[config.mk]
export PLATFORM = sky130hd
export DESIGN_NAME = radio_io_sample_frame_parser_top
export DESIGN_NICKNAME = d
export VERILOG_FILES = /design/src/hdl/rsfp_pkg.sv /design/src/hdl/rsfp_parser.sv /design/src/hdl/rsfp_outq.sv /design/src/hdl/radio_io_sample_frame_parser_top.sv
export SDC_FILE = /design/constraint.sdc
export NUM_CORES = 1
export LEC_CHECK = 0
export ABC_AREA = 1
export CORE_MARGIN = 10
export CORE_UTILIZATION = 50
export CTS_CLUSTER_DIAMETER = 30
export CTS_CLUSTER_SIZE = 12
export DETAILED_ROUTE_END_ITERATION = 7
export DONT_BUFFER_PORTS = 1
export PLACE_DENSITY = 0.71
export SYNTH_ARGS = -nofsm -noshare
export SYNTH_HDL_FRONTEND = slang
export SYNTH_SLANG_ARGS = --single-unit
[constraint.sdc]
create_clock -name clk -period 8.9 [get_ports clk]
set_clock_uncertainty 0.1 [all_clocks]
set_input_delay 1.78 -clock clk [delete_from_list [all_inputs] [get_ports clk]]
set_output_delay 1.78 -clock clk [all_outputs]
set_load 0.005 [all_outputs]
[src/hdl/rsfp_pkg.sv]
`timescale 1ns / 1ps
`default_nettype none

package rsfp_pkg;

  localparam logic [7:0] DELIMITER         = 8'h7E;
  localparam logic [7:0] ABORT_TYPE        = 8'd97;
  localparam logic [2:0] HEADER_BYTES      = 3'd7;
  localparam logic [2:0] HDR_POS_TYPE      = 3'd2;
  localparam logic [2:0] HDR_POS_SRC_LOW   = 3'd4;
  localparam logic [1:0] LAST_CHANNEL      = 2'd2;
  localparam logic [7:0] ACCEPTED_SRC_RST  = 8'd2;

  typedef struct packed {
    logic [15:0] reading_home;
    logic [15:0] reading_away;
    logic [15:0] reading_timer;
    logic [7:0]  sample_index;
    logic        last_sample;
  } result_t;

endpackage

`default_nettype wire

[src/hdl/rsfp_parser.sv]
`timescale 1ns / 1ps
`default_nettype none

module rsfp_parser
  import rsfp_pkg::*;
(
  input  wire logic       clk,
  input  wire logic       rst_n,
  input  wire logic       byte_vld,
  input  wire logic [7:0] byte_in,
  input  wire logic [7:0] accepted_source,
  output logic            res_vld,
  output result_t         res
);

  localparam logic [2:0] PH_HUNT     = 3'd0;
  localparam logic [2:0] PH_HEADER   = 3'd1;
  localparam logic [2:0] PH_COUNT    = 3'd2;
  localparam logic [2:0] PH_MASK     = 3'd3;
  localparam logic [2:0] PH_ZERO     = 3'd4;
  localparam logic [2:0] PH_SAMPLES  = 3'd5;
  localparam logic [2:0] PH_CHECKSUM = 3'd6;

  logic [2:0]  phase_r, phase_nxt;
  logic [2:0]  hdr_pos_r, hdr_pos_nxt;
  logic [7:0]  src_low_r, src_low_nxt;
  logic [7:0]  total_r, total_nxt;
  logic [7:0]  done_r, done_nxt;
  logic [1:0]  chan_r, chan_nxt;
  logic        exp_low_r, exp_low_nxt;
  logic [7:0]  held_high_r, held_high_nxt;
  logic [15:0] held0_r, held0_nxt;
  logic [15:0] held1_r, held1_nxt;

  logic [15:0] reading;
  logic [2:0]  hdr_pos_inc;
  logic        is_last;

  assign reading     = {held_high_r, byte_in};
  assign hdr_pos_inc = hdr_pos_r + 3'd1;
  assign is_last     = ({1'b0, done_r} + 9'd1) >= {1'b0, total_r};

  always_comb begin
    phase_nxt     = phase_r;
    hdr_pos_nxt   = hdr_pos_r;
    src_low_nxt   = src_low_r;
    total_nxt     = total_r;
    done_nxt      = done_r;
    chan_nxt      = chan_r;
    exp_low_nxt   = exp_low_r;
    held_high_nxt = held_high_r;
    held0_nxt     = held0_r;
    held1_nxt     = held1_r;
    res_vld       = 1'b0;
    res.reading_home  = held0_r;
    res.reading_away  = held1_r;
    res.reading_timer = reading;
    res.sample_index  = done_r;
    res.last_sample   = is_last;

    if (byte_vld) begin
      unique case (phase_r)
        PH_HUNT: begin
          if (byte_in == DELIMITER) begin
            phase_nxt   = PH_HEADER;
            hdr_pos_nxt = 3'd0;
          end
        end
        PH_HEADER: begin
          if (hdr_pos_r == HDR_POS_TYPE && byte_in == ABORT_TYPE) begin
            phase_nxt   = PH_HUNT;
            hdr_pos_nxt = 3'd0;
          end else begin
            if (hdr_pos_r == HDR_POS_SRC_LOW) begin
              src_low_nxt = byte_in;
            end
            if (hdr_pos_inc >= HEADER_BYTES) begin
              hdr_pos_nxt = 3'd0;
              phase_nxt   = PH_COUNT;
            end else begin
              hdr_pos_nxt = hdr_pos_inc;
            end
          end
        end
        PH_COUNT: begin
          total_nxt = byte_in;
          done_nxt  = 8'd0;
          phase_nxt = PH_MASK;
        end
        PH_MASK: begin
          phase_nxt = PH_ZERO;
        end
        PH_ZERO: begin
          chan_nxt    = 2'd0;
          exp_low_nxt = 1'b0;
          phase_nxt   = (total_r == 8'd0) ? PH_CHECKSUM : PH_SAMPLES;
        end
        PH_SAMPLES: begin
          if (!exp_low_r) begin
            held_high_nxt = byte_in;
            exp_low_nxt   = 1'b1;
          end else begin
            exp_low_nxt = 1'b0;
            if (chan_r < LAST_CHANNEL) begin
              if (chan_r[0]) begin
                held1_nxt = reading;
              end else begin
                held0_nxt = reading;
              end
              chan_nxt = chan_r + 2'd1;
            end else begin
              chan_nxt = 2'd0;
              res_vld  = (src_low_r == accepted_source);
              done_nxt = done_r + 8'd1;
              if (is_last) begin
                phase_nxt = PH_CHECKSUM;
              end
            end
          end
        end
        PH_CHECKSUM: begin
          phase_nxt = PH_HUNT;
        end
        default: begin
          phase_nxt = PH_HUNT;
        end
      endcase
    end
  end

  always_ff @(posedge clk) begin
    if (!rst_n) begin
      phase_r     <= PH_HUNT;
      hdr_pos_r   <= 3'd0;
      src_low_r   <= 8'd0;
      total_r     <= 8'd0;
      done_r      <= 8'd0;
      chan_r      <= 2'd0;
      exp_low_r   <= 1'b0;
      held_high_r <= 8'd0;
      held0_r     <= 16'd0;
      held1_r     <= 16'd0;
    end else begin
      phase_r     <= phase_nxt;
      hdr_pos_r   <= hdr_pos_nxt;
      src_low_r   <= src_low_nxt;
      total_r     <= total_nxt;
      done_r      <= done_nxt;
      chan_r      <= chan_nxt;
      exp_low_r   <= exp_low_nxt;
      held_high_r <= held_high_nxt;
      held0_r     <= held0_nxt;
      held1_r     <= held1_nxt;
    end
  end

  a_res_in_samples: assert property (@(posedge clk) disable iff (!rst_n)
    res_vld |-> (phase_r == PH_SAMPLES && exp_low_r && chan_r == LAST_CHANNEL))
    else $error("result outside sample phase");

  a_last_to_checksum: assert property (@(posedge clk) disable iff (!rst_n)
    (res_vld && res.last_sample) |=> (phase_r == PH_CHECKSUM))
    else $error("last sample did not move to checksum");

  a_chan_range: assert property (@(posedge clk) disable iff (!rst_n)
    (phase_r == PH_SAMPLES) |-> (chan_r != 2'd3))
    else $error("channel position out of range");

endmodule

`default_nettype wire

[src/hdl/rsfp_outq.sv]
`timescale 1ns / 1ps
`default_nettype none

module rsfp_outq
  import rsfp_pkg::*;
(
  input  wire logic    clk,
  input  wire logic    rst_n,
  input  wire logic    push,
  input  wire result_t push_data,
  output logic         room,
  output logic         pop_vld,
  input  wire logic    pop_stall,
  output result_t      pop_data
);

  result_t     mem_r [2];
  logic        wr_ptr_r, rd_ptr_r;
  logic [1:0]  count_r, count_nxt;
  logic        pop;

  assign room     = (count_r != 2'd2);
  assign pop_vld  = (count_r != 2'd0);
  assign pop      = pop_vld && !pop_stall;
  assign pop_data = mem_r[rd_ptr_r];

  always_comb begin
    count_nxt = count_r;
    if (push && !pop) begin
      count_nxt = count_r + 2'd1;
    end else if (!push && pop) begin
      count_nxt = count_r - 2'd1;
    end
  end

  always_ff @(posedge clk) begin
    if (push) begin
      mem_r[wr_ptr_r] <= push_data;
    end
  end

  always_ff @(posedge clk) begin
    if (!rst_n) begin
      wr_ptr_r <= 1'b0;
      rd_ptr_r <= 1'b0;
      count_r  <= 2'd0;
    end else begin
      if (push) begin
        wr_ptr_r <= ~wr_ptr_r;
      end
      if (pop) begin
        rd_ptr_r <= ~rd_ptr_r;
      end
      count_r <= count_nxt;
    end
  end

  a_no_overflow: assert property (@(posedge clk) disable iff (!rst_n)
    push |-> room)
    else $error("result pushed into full queue");

  a_ptr_count: assert property (@(posedge clk) disable iff (!rst_n)
    (count_r == 2'd0 || count_r == 2'd2) |-> (wr_ptr_r == rd_ptr_r))
    else $error("queue pointers disagree with count");

endmodule

`default_nettype wire

[src/hdl/radio_io_sample_frame_parser_top.sv]
// Channel  Direction  Handshake            Payload
// in       input      in_valid / in_stall  in_rx_byte
// out      output     out_valid/ out_stall out_reading_home, out_reading_away,
//                                          out_reading_timer, out_sample_index,
//                                          out_last_sample
// cfg      input      cfg_valid/ cfg_ready cfg_accepted_source
//
// One byte per cycle while in_stall is low. A byte is registered, then parsed;
// a result is written to the result queue and offered on out from there.
// A two-entry result queue absorbs stalls; in_stall rises only when it is full.
// rst_n is synchronous: parser returns to delimiter hunt, accepted source to 2.
`timescale 1ns / 1ps
`default_nettype none

module radio_io_sample_frame_parser_top
  import rsfp_pkg::*;
(
  input  wire logic        clk,
  input  wire logic        rst_n,
  input  wire logic        in_valid,
  output logic             in_stall,
  input  wire logic [7:0]  in_rx_byte,
  output logic             out_valid,
  input  wire logic        out_stall,
  output logic [15:0]      out_reading_home,
  output logic [15:0]      out_reading_away,
  output logic [15:0]      out_reading_timer,
  output logic [7:0]       out_sample_index,
  output logic             out_last_sample,
  input  wire logic        cfg_valid,
  output logic             cfg_ready,
  input  wire logic [7:0]  cfg_accepted_source
);

  logic [7:0] acc_src_r;
  logic [7:0] byte_r;
  logic       byte_vld_r;
  logic       room;
  logic       adv;
  logic       res_vld;
  result_t    res;
  result_t    q_data;

  assign cfg_ready = 1'b1;
  assign adv       = byte_vld_r && room;
  assign in_stall  = byte_vld_r && !room;

  always_ff @(posedge clk) begin
    if (!rst_n) begin
      acc_src_r <= ACCEPTED_SRC_RST;
    end else if (cfg_valid && cfg_ready) begin
      acc_src_r <= cfg_accepted_source;
    end
  end

  always_ff @(posedge clk) begin
    if (!rst_n) begin
      byte_vld_r <= 1'b0;
    end else if (!in_stall) begin
      byte_vld_r <= in_valid;
    end
  end

  always_ff @(posedge clk) begin
    if (in_valid && !in_stall) begin
      byte_r <= in_rx_byte;
    end
  end

  rsfp_parser u_parser (
    .clk             (clk),
    .rst_n           (rst_n),
    .byte_vld        (adv),
    .byte_in         (byte_r),
    .accepted_source (acc_src_r),
    .res_vld         (res_vld),
    .res             (res)
  );

  rsfp_outq u_outq (
    .clk       (clk),
    .rst_n     (rst_n),
    .push      (res_vld),
    .push_data (res),
    .room      (room),
    .pop_vld   (out_valid),
    .pop_stall (out_stall),
    .pop_data  (q_data)
  );

  assign out_reading_home  = q_data.reading_home;
  assign out_reading_away  = q_data.reading_away;
  assign out_reading_timer = q_data.reading_timer;
  assign out_sample_index  = q_data.sample_index;
  assign out_last_sample   = q_data.last_sample;

  a_parse_needs_byte: assert property (@(posedge clk) disable iff (!rst_n)
    res_vld |-> byte_vld_r)
    else $error("result without a registered byte");

endmodule

`default_nettype wire
; Word-level counts from Yosys, hierarchy flattened
; Memory sizes are Yosys's and may differ from the RTL's. A register that Yosys moved wholly into a read port is not among the register bits.
; Index checks and enable logic that the tools add are counted.
[word_totals]
regBits = 94
ramBits = 114
in_bits = 21
word_cells = 106
memories = 1
[memory_table]
columns = memory, depth, word_bits, read_ports, rd_ports_with_merged_regs, write_ports, line
row1 = u_outq.mem_r, 2, 57, 1, 1, 1, rsfp_outq.sv:17  ; result_t mem_r [2];
[op_classes]
addsub = 6
magnitude_cmp = 3
n_eq_ne = 16
muxes = 30
n_bitwise = 5
reduce_logical = 29
[ops]
columns = operator, count
row1 = 3-bit two-way mux, 9
row2 = 3-bit one-hot mux with 6 select lines, 1
row3 = "8-bit by 7-bit == test with 1-bit output, second input constant", 2
row4 = 8-bit two-way mux, 2
row5 = 8-bit one-hot mux with 2 select lines, 1
row6 = 2-bit two-way mux, 5
row7 = 5-bit AND reduction, 2
row8 = 2-bit nonzero test, 5
row9 = "8-bit by 1-bit adder with 9-bit output, second input constant", 1
row10 = "3-bit by 2-bit == test with 1-bit output, second input constant", 3
row11 = "3-bit == test, second input constant", 3
row12 = 9-bit by 8-bit greater-or-equal comparator with 1-bit output, 1
row13 = 1-bit two-way mux, 9
row14 = 3-bit AND reduction, 3
row15 = "8-bit by 1-bit adder with 8-bit output, second input constant", 1
row16 = 8-bit == test, 1
row17 = 8-bit zero test, 1
row18 = 4-bit AND reduction, 2
row19 = 1-bit logical AND, 7
row20 = "2-bit by 1-bit inequality test with 1-bit output, second input constant", 3
row21 = 3-bit one-hot mux with 2 select lines, 1
row22 = 6-bit AND reduction, 1
row23 = 1-bit zero test, 5
row24 = 1-bit inverter, 5
row25 = 12 further kinds, 15

; Depth between registers and ports, before layout
; Gate-level depths: netlist of run 1.
[depth]
ltp_word = 9
depth_mapped = 16
depth_no_buf = 16

; By module
; Synthesis of run 1 repeated with hierarchy kept, for this count alone.
[hier_totals]
cells_unflattened = 702
hier_area_um2 = 8424.3
[modules_own_cells]
columns = mod, instances, cells_per_inst, area_per_inst_um2, seq_area_each_um2
row1 = rsfp_outq, 1, 213, 4465.5, 3523.4
row2 = rsfp_parser, 1, 436, 3388.2, 1461.4
row3 = radio_io_sample_frame_parser_top, 1, 53, 570.5, 420.4

; Worst setup path before layout of run 1
; Ideal clock, no wire load.
[synth_path]
path_kind = register to register
start = reg u_parser.phase_r[1]
end = mem u_outq.mem_r[0][0] (netlist name), enable pin
t_arrival_ns = 6.440
required_time_ns = 8.187
path_slack_ns = 1.748
path_stages_with_launch = 8
path_buffers = 0
path_cell_list = dfxtp_1 > inv_2 > nand2_2 > nor2_4 > nand2_1 > nor2_4 > inv_1 > nor4_1
[synth_between]
elab_chain_cells = 5
[synth_rtl]
columns = element, line
row1 = from (decl), rsfp_parser.sv:24  ; logic [2:0] phase_r, phase_nxt;
row2 = from (signal assigned), rsfp_parser.sv:144  ; phase_r <= phase_nxt;
row3 = 3-bit == test, rsfp_parser.sv:62  ; unique case (phase_r)
row4 = 1-bit two-way mux, rsfp_parser.sv:62
row5 = 1-bit two-way mux, rsfp_parser.sv:61  ; if (byte_vld) begin
row6 = 1-bit two-way mux, rsfp_outq.sv:37  ; if (push) begin
row7 = 1-bit two-way mux (implied by the code), rsfp_outq.sv:38  ; mem_r[wr_ptr_r] <= push_data;
row8 = to (decl), rsfp_outq.sv:17
; Every way passes these cells.

==> flow_summary.ini, run 1 <==
[status]
outcome = finished, final reports clean

[clock_network]
post_cts.repair.setup_buffers = 0
cts_max_path_buffers = 3
root_buffer = clkbuf_16
cts_hold_repair.buffers = 0
cts_tree = done
numCtsBuffers = 35
clk_latency_ns = 0.48
clk_pin_slew_ns = 0.05
postCtsResizedCells = 0
cts.sinks = 209
htree_levels = 2

[route]
via_count = 5067
first_pass_iters = 5
finalWirelength_um = 16500
viasPerCell = 5.25
antenna_left = 0
drc = 0
drt-initial-drc-count = 301
wl_per_cell_um = 17.1

[sta]
rsz0062_at_grt = false
fmax_ghz = 0.258
period_share_pct = 43.6
tns_ns = 0
layout_min_cycle_time_ns = 3.88
slew_headroom_pct = 60.0
drv_slew = 0
worst_pin_slew_ns = 0.600
hold_viol = 0
report.final.setup_viol = 0

[run]
drv_cap = 0

[pwr]
ir_worst_vdd_uv = 199
powerDensity_mw_per_mm2 = 254
leakage_nw = 3.20

[global_route]
met1_usage_pct = 16.9
busiest_layer = met2
grt_use_met2_pct = 24.7
gr-total-overflow = 0
grt_first_pass_wirelength_um = 25600
grt_pass1_vias = 5031
grt_max_degree = 73
grtUsageTotal_pct = 14.4
antenna_found_initial = 0
grtUsageMet3_pct = 4.34

[hold_path]
hold_class = reg -> reg
hold_start = u_outq.rd_ptr_r
min_delay_path_depth = 1
hold-path-endpoint = u_outq.rd_ptr_r

[setup_path]
criticalPathCategory = reg -> out
worstReg2RegEnd = u_outq.mem_r[1][13]
rrSetupSlack_ns = 5.88
r2r_cells = 9
cp_max_fo = 41
start_kind = register
worstPathRequired_ns = 7.02
r2r-start = u_outq.count_r[0]
worstSetupEndpointType = output pin
worstPathArrival_ns = 2.00

[layout]
drive_gt1_share_pct = 19.1
diodes = 0
fillers = 1274
postLayoutCellArea_mm2 = 0.00960
layout.nets = 758
area_growth_pct = 16.8

[synth]
ys_types = 35
muxShareOfSynthArea_pct = 7.81
synth.area.top_cells = edfxtp_1 45%, dfxtp_1 21%, mux2_2 7.8%
synth.top_cell.area_share_pct = 44.6
synthTopCellsByCount = 122 x edfxtp_1, 92 x nor2_1, 87 x dfxtp_1, 70 x nand2_1, 62 x o21ai_0
yosys.area_share.simple_pct = 9.86
synth_compound_area_share_pct = 9.05
synthesis.nets = 743
synth_most_common_cell = edfxtp_1
synth.largest_area_cell = edfxtp_1
synth_top_family_by_area = simple AND/OR/NAND/NOR gates
syn_inst = 708
ys_ff_latch = 209
synth-xor-area-share_pct = 0.852
yosysSeqAreaShare_pct = 65.7
synth_area_per_cell_um2 = 11.6
synth_fa_ha_area_share_pct = 2.13
synth-edff-count = 122
async_flop_share_pct = 0
synth_top_flop_cell = edfxtp_1
syn_area_mm2 = 0.00822
yosysWarnings = 0

[floorplan]
design.core.area_mm2 = 0.0160
initial_utilization_pct = 51.4
dieWidth_um = 148
die_h_um = 148
ios = 81
dieArea_mm2 = 0.0220
row_count = 46

[placement]
place_area_mm2 = 0.00838
portBuffers = 0
gp_congestion = 0.835
hpwl_um = 10800
registers in the layout, summed over array words and instances (netlist names), 3 cells and up, named ones only:
name and count:
acc_src_r 8, byte_r 8, u_outq.mem_r 114, u_parser.done_r 8, u_parser.hdr_pos_r 3, u_parser.held0_r 16
u_parser.held1_r 16, u_parser.held_high_r 8, u_parser.phase_r 3, u_parser.src_low_r 8, u_parser.total_r 8
kinds of logic after synthesis:
group,Yosys count
simple gates,194
flops,209
mux,57
buf+inv,86
other cells,1
fa+ha+maj,14
xor+xnor,8
compound gates,139
worst max-delay path: stages, from the launching register on:
cell and delay, ns:
dfxtp_2 0.57, buf_4 0.51, mux2_2 0.42
power by group:
group,total (mW),internal [mW],switching [mW]
sequential,1.03,1.02,0.0104
combinational,0.0472,0.0187,0.0285
clock,1.35,0.926,0.428
cell type report:
type / instances / area, um^2 / share of cell area (%)
Timing Repair Buffer: 4 / 30.0 / 0.313
Sequential cell: 209 / 5410 / 56.3
Clock inverter: 18 / 233 / 2.42
Multi-Input combinational cell: 413 / 2450 / 25.5
Inverter: 60 / 225 / 2.35
Tap cell: 216 / 270 / 2.81
Clock buffer: 45 / 986 / 10.3
how the worst max path moves through the flow:
stage                   startpoint                   to  slack (ns)  cells after the start
6_report                  register  out_sample_index[6]        5.02                      2
5_1_grt                   register  out_sample_index[3]        4.89                      2
4_1_cts                   register  out_sample_index[6]        4.95                      2
3_5_place_dp              register  out_sample_index[7]        5.48                      2
3_3_place_gp              register  out_sample_index[7]        5.54                      2
2_1_floorplan  u_parser.phase_r[1]   u_outq.mem_r[0][0]        1.75                      7
routing by layer:
layer | vias to the layer above | wire length [um]
met2 | 143 | 8090
met1 | 2408 | 7110
li1 | 2485 | -
met4 | 0 | 318
met5 | - | 0
met3 | 31 | 983
per-stage QoR:
stage | worst slack [ns] | instances | hold WS [ns] | utilization [%] | power (mW)
finish | 5.02 | 965 | 0.346 | 60.0 | 2.44
global route | 4.89 | 965 | 0.360 | 60.0 | 2.51
CTS | 4.95 | 965 | 0.349 | 60.0 | 2.46
detailed placement | 5.48 | 902 | 0.338 | 52.4 | 1.10
global placement | 5.54 | 902 | 0.331 | 52.4 | 1.10
floorplan | 1.75 | 708 | 0.320 | - | 1.09
cell usage in the layout (no fill, tap or decap), types with 4 or more instances in the layout:
master,n
o21ai_0,62
inv_1,54
o21ai_1,7
a21oi_2,8
clkinv_1,4
xor2_1,6
clkbuf_1,5
nor2_4,4
edfxtp_1,122
nor2_1,92
dfxtp_1,86
nor3_1,4
o22ai_1,4
bufinv_16,5
nand2_1,70
nand3_1,15
clkbuf_16,37
mux2_2,57
inv_2,6
buf_4,4
ha_1,14
a21oi_1,53
Note: power is estimated with default switching activity, not from simulation.
==> run 2: changes to the inputs <==
--- a/config.mk
+++ b/config.mk
@@ -12,7 +12,7 @@
 export CTS_CLUSTER_SIZE = 12
 export DETAILED_ROUTE_END_ITERATION = 7
 export DONT_BUFFER_PORTS = 1
-export PLACE_DENSITY = 0.71
+export PLACE_DENSITY = 0.74
 export SYNTH_ARGS = -nofsm -noshare
 export SYNTH_HDL_FRONTEND = slang
 export SYNTH_SLANG_ARGS = --single-unit
==> constraint.sdc (replaced) <==
create_clock -name clk -period 3.1 [get_ports clk]
set_clock_uncertainty 0.1 [all_clocks]
set_input_delay 0.62 -clock clk [delete_from_list [all_inputs] [get_ports clk]]
set_output_delay 0.62 -clock clk [all_outputs]
set_load 0.005 [all_outputs]
==> flow_summary.ini, run 2 (same netlist as run 1, synthesis figures left out) <==
[setup_path]
crit_path_end = out_reading_home[0]
max_stage_delay_ns = 0.65
worstReg2RegEnd = u_parser.phase_r[1]
crit_chain = buf_12, mux2_2
r2r_cells = 11
r2r-start = u_parser.done_r[0]
cp_max_fo = 40
worstSetupEndpointType = output pin
slowest_stage = dfxtp_2
worstPathArrival_ns = 1.87
rrSetupSlack_ns = 0.75
start_kind = register
worstPathRequired_ns = 2.38
criticalPathCategory = reg -> out

[placement]
hpwl_um = 10700
portBuffers = 0
dp_slack_ns = 0.814
gp_congestion = 0.835

[global_route]
grtUsageMet3_pct = 4.64
gr-total-overflow = 0
met1_usage_pct = 16.9
busiest_layer = met2
grt_first_pass_wirelength_um = 26300
grt_pass1_vias = 5066
antenna_found_initial = 0
grt_use_met2_pct = 25.7
grtUsageTotal_pct = 14.9
grt_max_degree = 73

[sta]
layout_min_cycle_time_ns = 2.59
setup_slack_ns = 0.507
rsz0062_at_grt = false
hold_slack_ns = 0.124
tns_ns = 0
drv_slew = 0
slew_headroom_pct = 56.7
period_share_pct = 83.6
fmax_ghz = 0.386
worst_pin_slew_ns = 0.647
report.final.setup_viol = 0
hold_viol = 0

[route]
via_count = 5102
drt-initial-drc-count = 308
viasPerCell = 5.29
first_pass_iters = 5
drc = 0
finalWirelength_um = 16600
antenna_left = 0
wl_per_cell_um = 17.2

[layout]
layout.nets = 757
final_common_cell = edfxtp_1
fillers = 1294
reg_top3 = u_outq.mem_r x114, u_parser.held0_r x16, u_parser.held1_r x16
area_growth_pct = 16.6
largest_register = u_outq.mem_r
mostFrequentLayoutCells = 122 x edfxtp_1, 92 x nor2_1, 84 x dfxtp_1
largest_reg_flops = 114
drive_gt1_share_pct = 20.2
diodes = 0

[clock_network]
cts.sinks = 209
cts_max_path_buffers = 3
cts_tree = done
postCtsResizedCells = 0
post_cts.repair.setup_buffers = 0
cts_hold_repair.buffers = 0
clk_latency_ns = 0.51
htree_levels = 2
root_buffer = clkbuf_16
numCtsBuffers = 35
clk_pin_slew_ns = 0.05

[pwr]
ir_worst_vdd_uv = 474
leakage_nw = 3.38
powerDensity_mw_per_mm2 = 710

[floorplan]
design.core.area_mm2 = 0.0160
die_h_um = 148
ios = 81
dieArea_mm2 = 0.0220
dieWidth_um = 148
row_count = 46
initial_utilization_pct = 51.4

[status]
outcome = finished, final reports clean

[hold_path]
hold_class = in -> reg

[run]
drv_cap = 0
-- run 2: cell types whose count changed in the layout (fill, tap and decap cells not counted), sizes merged --
cell | previous run | this run
clkinv | 9 | 8
clkbuf | 45 | 43
bufinv | 5 | 3
inv | 61 | 65
buf | 4 | 3
clkinvlp | 3 | 5
-- run 2: how the worst min path moves through the flow --
| stage | from | endpoint | depth (start not counted) |
|---|---|---|---|
| final | in_rx_byte[2] | byte_r[2] | 0 |
| after global routing | in_rx_byte[2] | byte_r[2] | 0 |
| after CTS | in_rx_byte[7] | byte_r[7] | 0 |
| after detailed placement | u_outq.rd_ptr_r | register | 1 |
| after global placement | u_parser.held1_r[0] | u_outq.mem_r[0][25] | 0 |
| after floorplan | u_parser.held1_r[0] | u_outq.mem_r[0][25] | 0 |
-- run 2: final cells by class --
cell class / count / area [um^2] / share of cell area, %
timing repair buffer: 3 / 60.1 / 0.626
tap: 216 / 270 / 2.82
inverter: 60 / 225 / 2.35
clock inverter: 21 / 224 / 2.34
multi-input combinational: 413 / 2470 / 25.8
sequential: 209 / 5410 / 56.4
clock buffer: 43 / 927 / 9.67
-- run 2: stage by stage --
step	cells	utilization (%)	cell area, um^2	total power, mW
floorplan	708	-	8250	3.13
global placement	901	52.7	8440	3.16
detailed placement	901	52.7	8440	3.17
CTS	965	59.9	9590	6.87
global route	965	59.9	9590	7.02
finish	965	59.9	9590	6.81
-- run 2: power by group --
| part | total, mW | leakage, nW | internal (mW) | switching, mW |
|---|---|---|---|---|
| combinational | 0.141 | 1.04 | 0.0571 | 0.0844 |
| clock | 3.70 | 0.552 | 2.40 | 1.29 |
| sequential | 2.97 | 1.79 | 2.94 | 0.0315 |
-- run 2: per-layer routing --
| layer | share of wire, % | vias to the layer above | wire length [um] |
|---|---|---|---|
| li1 | - | 2488 | - |
| met1 | 40 | 2419 | 6730 |
| met2 | 51 | 164 | 8410 |
| met3 | 7.2 | 31 | 1190 |
| met4 | 1.8 | 0 | 304 |
| met5 | 0 | - | 0 |
-- run 2: critical path, delay by kind of cell, from the launching register on --
kind | cells | cell delay [ns]
multiplexers | 1 | 0.41
flip-flops | 1 | 0.65
buffers and inverters | 1 | 0.30
==> run 3: changes to the inputs <==
--- a/config.mk
+++ b/config.mk
@@ -5,14 +5,14 @@
 export SDC_FILE = /design/constraint.sdc
 export NUM_CORES = 1
 export LEC_CHECK = 0
-export ABC_AREA = 1
+export ABC_AREA = 0
 export CORE_MARGIN = 10
 export CORE_UTILIZATION = 50
 export CTS_CLUSTER_DIAMETER = 30
 export CTS_CLUSTER_SIZE = 12
 export DETAILED_ROUTE_END_ITERATION = 7
 export DONT_BUFFER_PORTS = 1
-export PLACE_DENSITY = 0.74
+export PLACE_DENSITY = 0.71
 export SYNTH_ARGS = -nofsm -noshare
 export SYNTH_HDL_FRONTEND = slang
 export SYNTH_SLANG_ARGS = --single-unit
==> constraint.sdc (replaced) <==
create_clock -name clk -period 2.46 [get_ports clk]
set_clock_uncertainty 0.1 [all_clocks]
set_input_delay 0.492 -clock clk [delete_from_list [all_inputs] [get_ports clk]]
set_output_delay 0.492 -clock clk [all_outputs]
set_load 0.005 [all_outputs]
==> flow_summary.ini, run 3 <==
[status]
outcome = complete, but fails checks
violations = setup timing

[route]
drt-initial-drc-count = 240
wl_met3_um = 1060
via_count = 5007
dr_wl_met2_um = 9180
first_pass_iters = 7
wl_per_cell_um = 19.4
top_layer = met4
viasPerCell = 5.37
drc = 0
antenna_left = 0
drt-met1-wl_um = 7490
finalWirelength_um = 18100

[setup_path]
worstSetupEndpointType = register
worstPathArrival_ns = 2.80
rrSetupSlack_ns = -0.07
crit_path_start = u_parser.done_r[1]
worstPathRequired_ns = 2.73
r2r-start = u_parser.done_r[1]
slowest_stage = dfxtp_4
start_kind = register
max_stage_delay_ns = 0.37
crit_path_end = u_parser.phase_r[1]
crit_chain = nand3_4, nor3_4, xor2_2, ha_1, and3_4, a221o_1, a211oi_2, a21oi_2, o221a_2
cp_max_fo = 6
worstReg2RegEnd = u_parser.phase_r[1]
criticalPathCategory = reg -> reg
r2r_cells = 9

[layout]
diodes = 0
largest_register = u_outq.mem_r
mostFrequentLayoutCells = 122 x edfxtp_1, 77 x dfxtp_1, 57 x mux2_2
drive_gt1_share_pct = 26.8
reg_top3 = u_outq.mem_r x114, u_parser.held0_r x16, u_parser.held1_r x16
final_common_cell = edfxtp_1
layout.nets = 719
largest_reg_flops = 114
area_growth_pct = 23.8

[synth]
synth.largest_area_cell = edfxtp_1
synth-edff-count = 122
synthesis.nets = 660
synth.top_cell.area_share_pct = 43.6
syn_area_mm2 = 0.00840
synthTopCellsByCount = 122 x edfxtp_1, 87 x dfxtp_1, 57 x mux2_2, 55 x nand2_1, 45 x nor2b_1
syn_inst = 625
async_flop_share_pct = 0
yosysWarnings = 0
synth.area.top_cells = edfxtp_1 44%, dfxtp_1 21%, mux2_2 7.6%
ys_types = 50
synth_area_per_cell_um2 = 13.4
ys_ff_latch = 209
yosysSeqAreaShare_pct = 64.4
synth_top_flop_cell = edfxtp_1
synth_most_common_cell = edfxtp_1

[clock_network]
numCtsBuffers = 36
clk_latency_ns = 0.50
root_buffer = clkbuf_16
clk_pin_slew_ns = 0.05
htree_levels = 2
cts.sinks = 209
cts_max_path_buffers = 3
cts_tree = done

[sta]
drv_slew = 0
hold_viol = 0
layout_min_cycle_time_ns = 2.53
setup_slack_ns = -0.0667
worst_pin_slew_ns = 0.588
slew_headroom_pct = 60.8
fmax_ghz = 0.396
hold_slack_ns = 0.0386
tns_ns = -0.0667
period_share_pct = 103
rsz0062_at_grt = true
report.final.setup_viol = 1

[floorplan]
initial_utilization_pct = 50.8
row_count = 47
dieWidth_um = 150
die_h_um = 150
design.core.area_mm2 = 0.0165
ios = 81
dieArea_mm2 = 0.0224

[placement]
hpwl_um = 11300
gp_congestion = 0.832
dp_slack_ns = -0.117
portBuffers = 0

[global_route]
grt_max_degree = 78
grt_pass1_vias = 5061
antenna_found_initial = 0
grtUsageTotal_pct = 16.1
grt_first_pass_wirelength_um = 28300
gr-total-overflow = 0

[pwr]
power_frac_comb_pct = 1.5
p_int_mw = 7.16
pwr-share-clk_pct = 57.0
powerDensity_mw_per_mm2 = 859
power_mw = 8.93
pwr-share-seq_pct = 41.6
ir_worst_vdd_uv = 503
leakage_nw = 3.58
switching_share_pct = 19.8
power_switching_mw = 1.77

[hold_path]
hold_class = in -> reg

[run]
drv_cap = 0
==> run 3: changes by cell type after synthesis, moves of 30 or more <==
cell,change
a21oi_1,-48
nor2_1,-70
inv_1,-41
mux2i_1,+42
nor2b_1,+45
o21ai_0,-52
a21boi_0,+30
==> run 3: how the worst min path moves through the flow <==
stage	from	end	slack [ns]	cells after the start
3_3_place_gp	u_parser.held1_r[0]	u_outq.mem_r[0][25]	0.33	0
2_1_floorplan	u_parser.held1_r[0]	u_outq.mem_r[0][25]	0.32	0
5_1_grt	in_valid	byte_vld_r	0.02	1
6_report	cfg_accepted_source[1]	acc_src_r[1]	0.04	2
3_5_place_dp	u_parser.held0_r[4]	u_outq.mem_r[0][45]	0.34	0
4_1_cts	rst_n	u_parser.held_high_r[1]	0.02	1
==> run 3: power groups by stage <==
stage	logic, mW	registers, mW	clock network [mW]
floorplan	0.0695	3.79	0
global placement	0.116	3.78	0
detailed placement	0.118	3.78	0
CTS	0.132	3.71	5.17
global route	0.139	3.71	5.34
finish	0.131	3.71	5.09
==> run 3: critical path, delay by kind of cell, from the launching register on <==
family,cells,cell delay [ns]
fa+ha+maj,1,0.27
flops,1,0.37
compound gates,4,0.94
simple gates,3,0.55
xor+xnor,1,0.18
==> run 3: final cells by class <==
class | instances | area, um^2
clock buffers | 44 | 983
clock inverters | 22 | 287
fillers | 1215 | 6130
inverters | 14 | 52.6
multi-input cells | 375 | 2940
flip-flops and latches | 209 | 5430
well taps | 220 | 275
repair buffers | 48 | 433
==> run 3: timing repair <==
| action | in CTS | in global routing |
|---|---|---|
| hold endpoints to repair | 9 | 0 |
| hold buffers | 9 | 0 |
| cloned | 0 | 0 |
| buffers inserted | 3 | 3 |
| pin swaps | 7 | 7 |
| resized for setup | 13 | 5 |
| endpoints found under the setup margin | 2 | 4 |
==> run 3: metal layers <==
layer	global-route usage, %	up-vias
li1	-	2379
met1	18.8	2454
met2	27.9	140
met3	4.59	34
met4	5.05	0
met5	0	-
==> run 3: kinds of logic (layout without fill, tap and decap cells) <==
logic type,count (synthesis),after routing,synth area share [%]
other,1,1,0.0447
AO/OA/AOI/OAI,64,64,5.68
multiplexers,99,99,12.7
XOR/XNOR,18,18,1.88
buffers and inverters,41,128,1.98
AND/OR/NAND/NOR,179,179,11.3
adder cells (fa/ha/maj),14,14,2.09
flip-flops,209,209,64.4
==> run 3: stage by stage <==
step	cells	cell area [um^2]	util (%)
floorplan	625	8460	-
global placement	851	8910	53.9
detailed placement	851	8910	53.9
CTS	929	10400	62.7
global route	932	10400	62.9
finish	932	10400	62.9
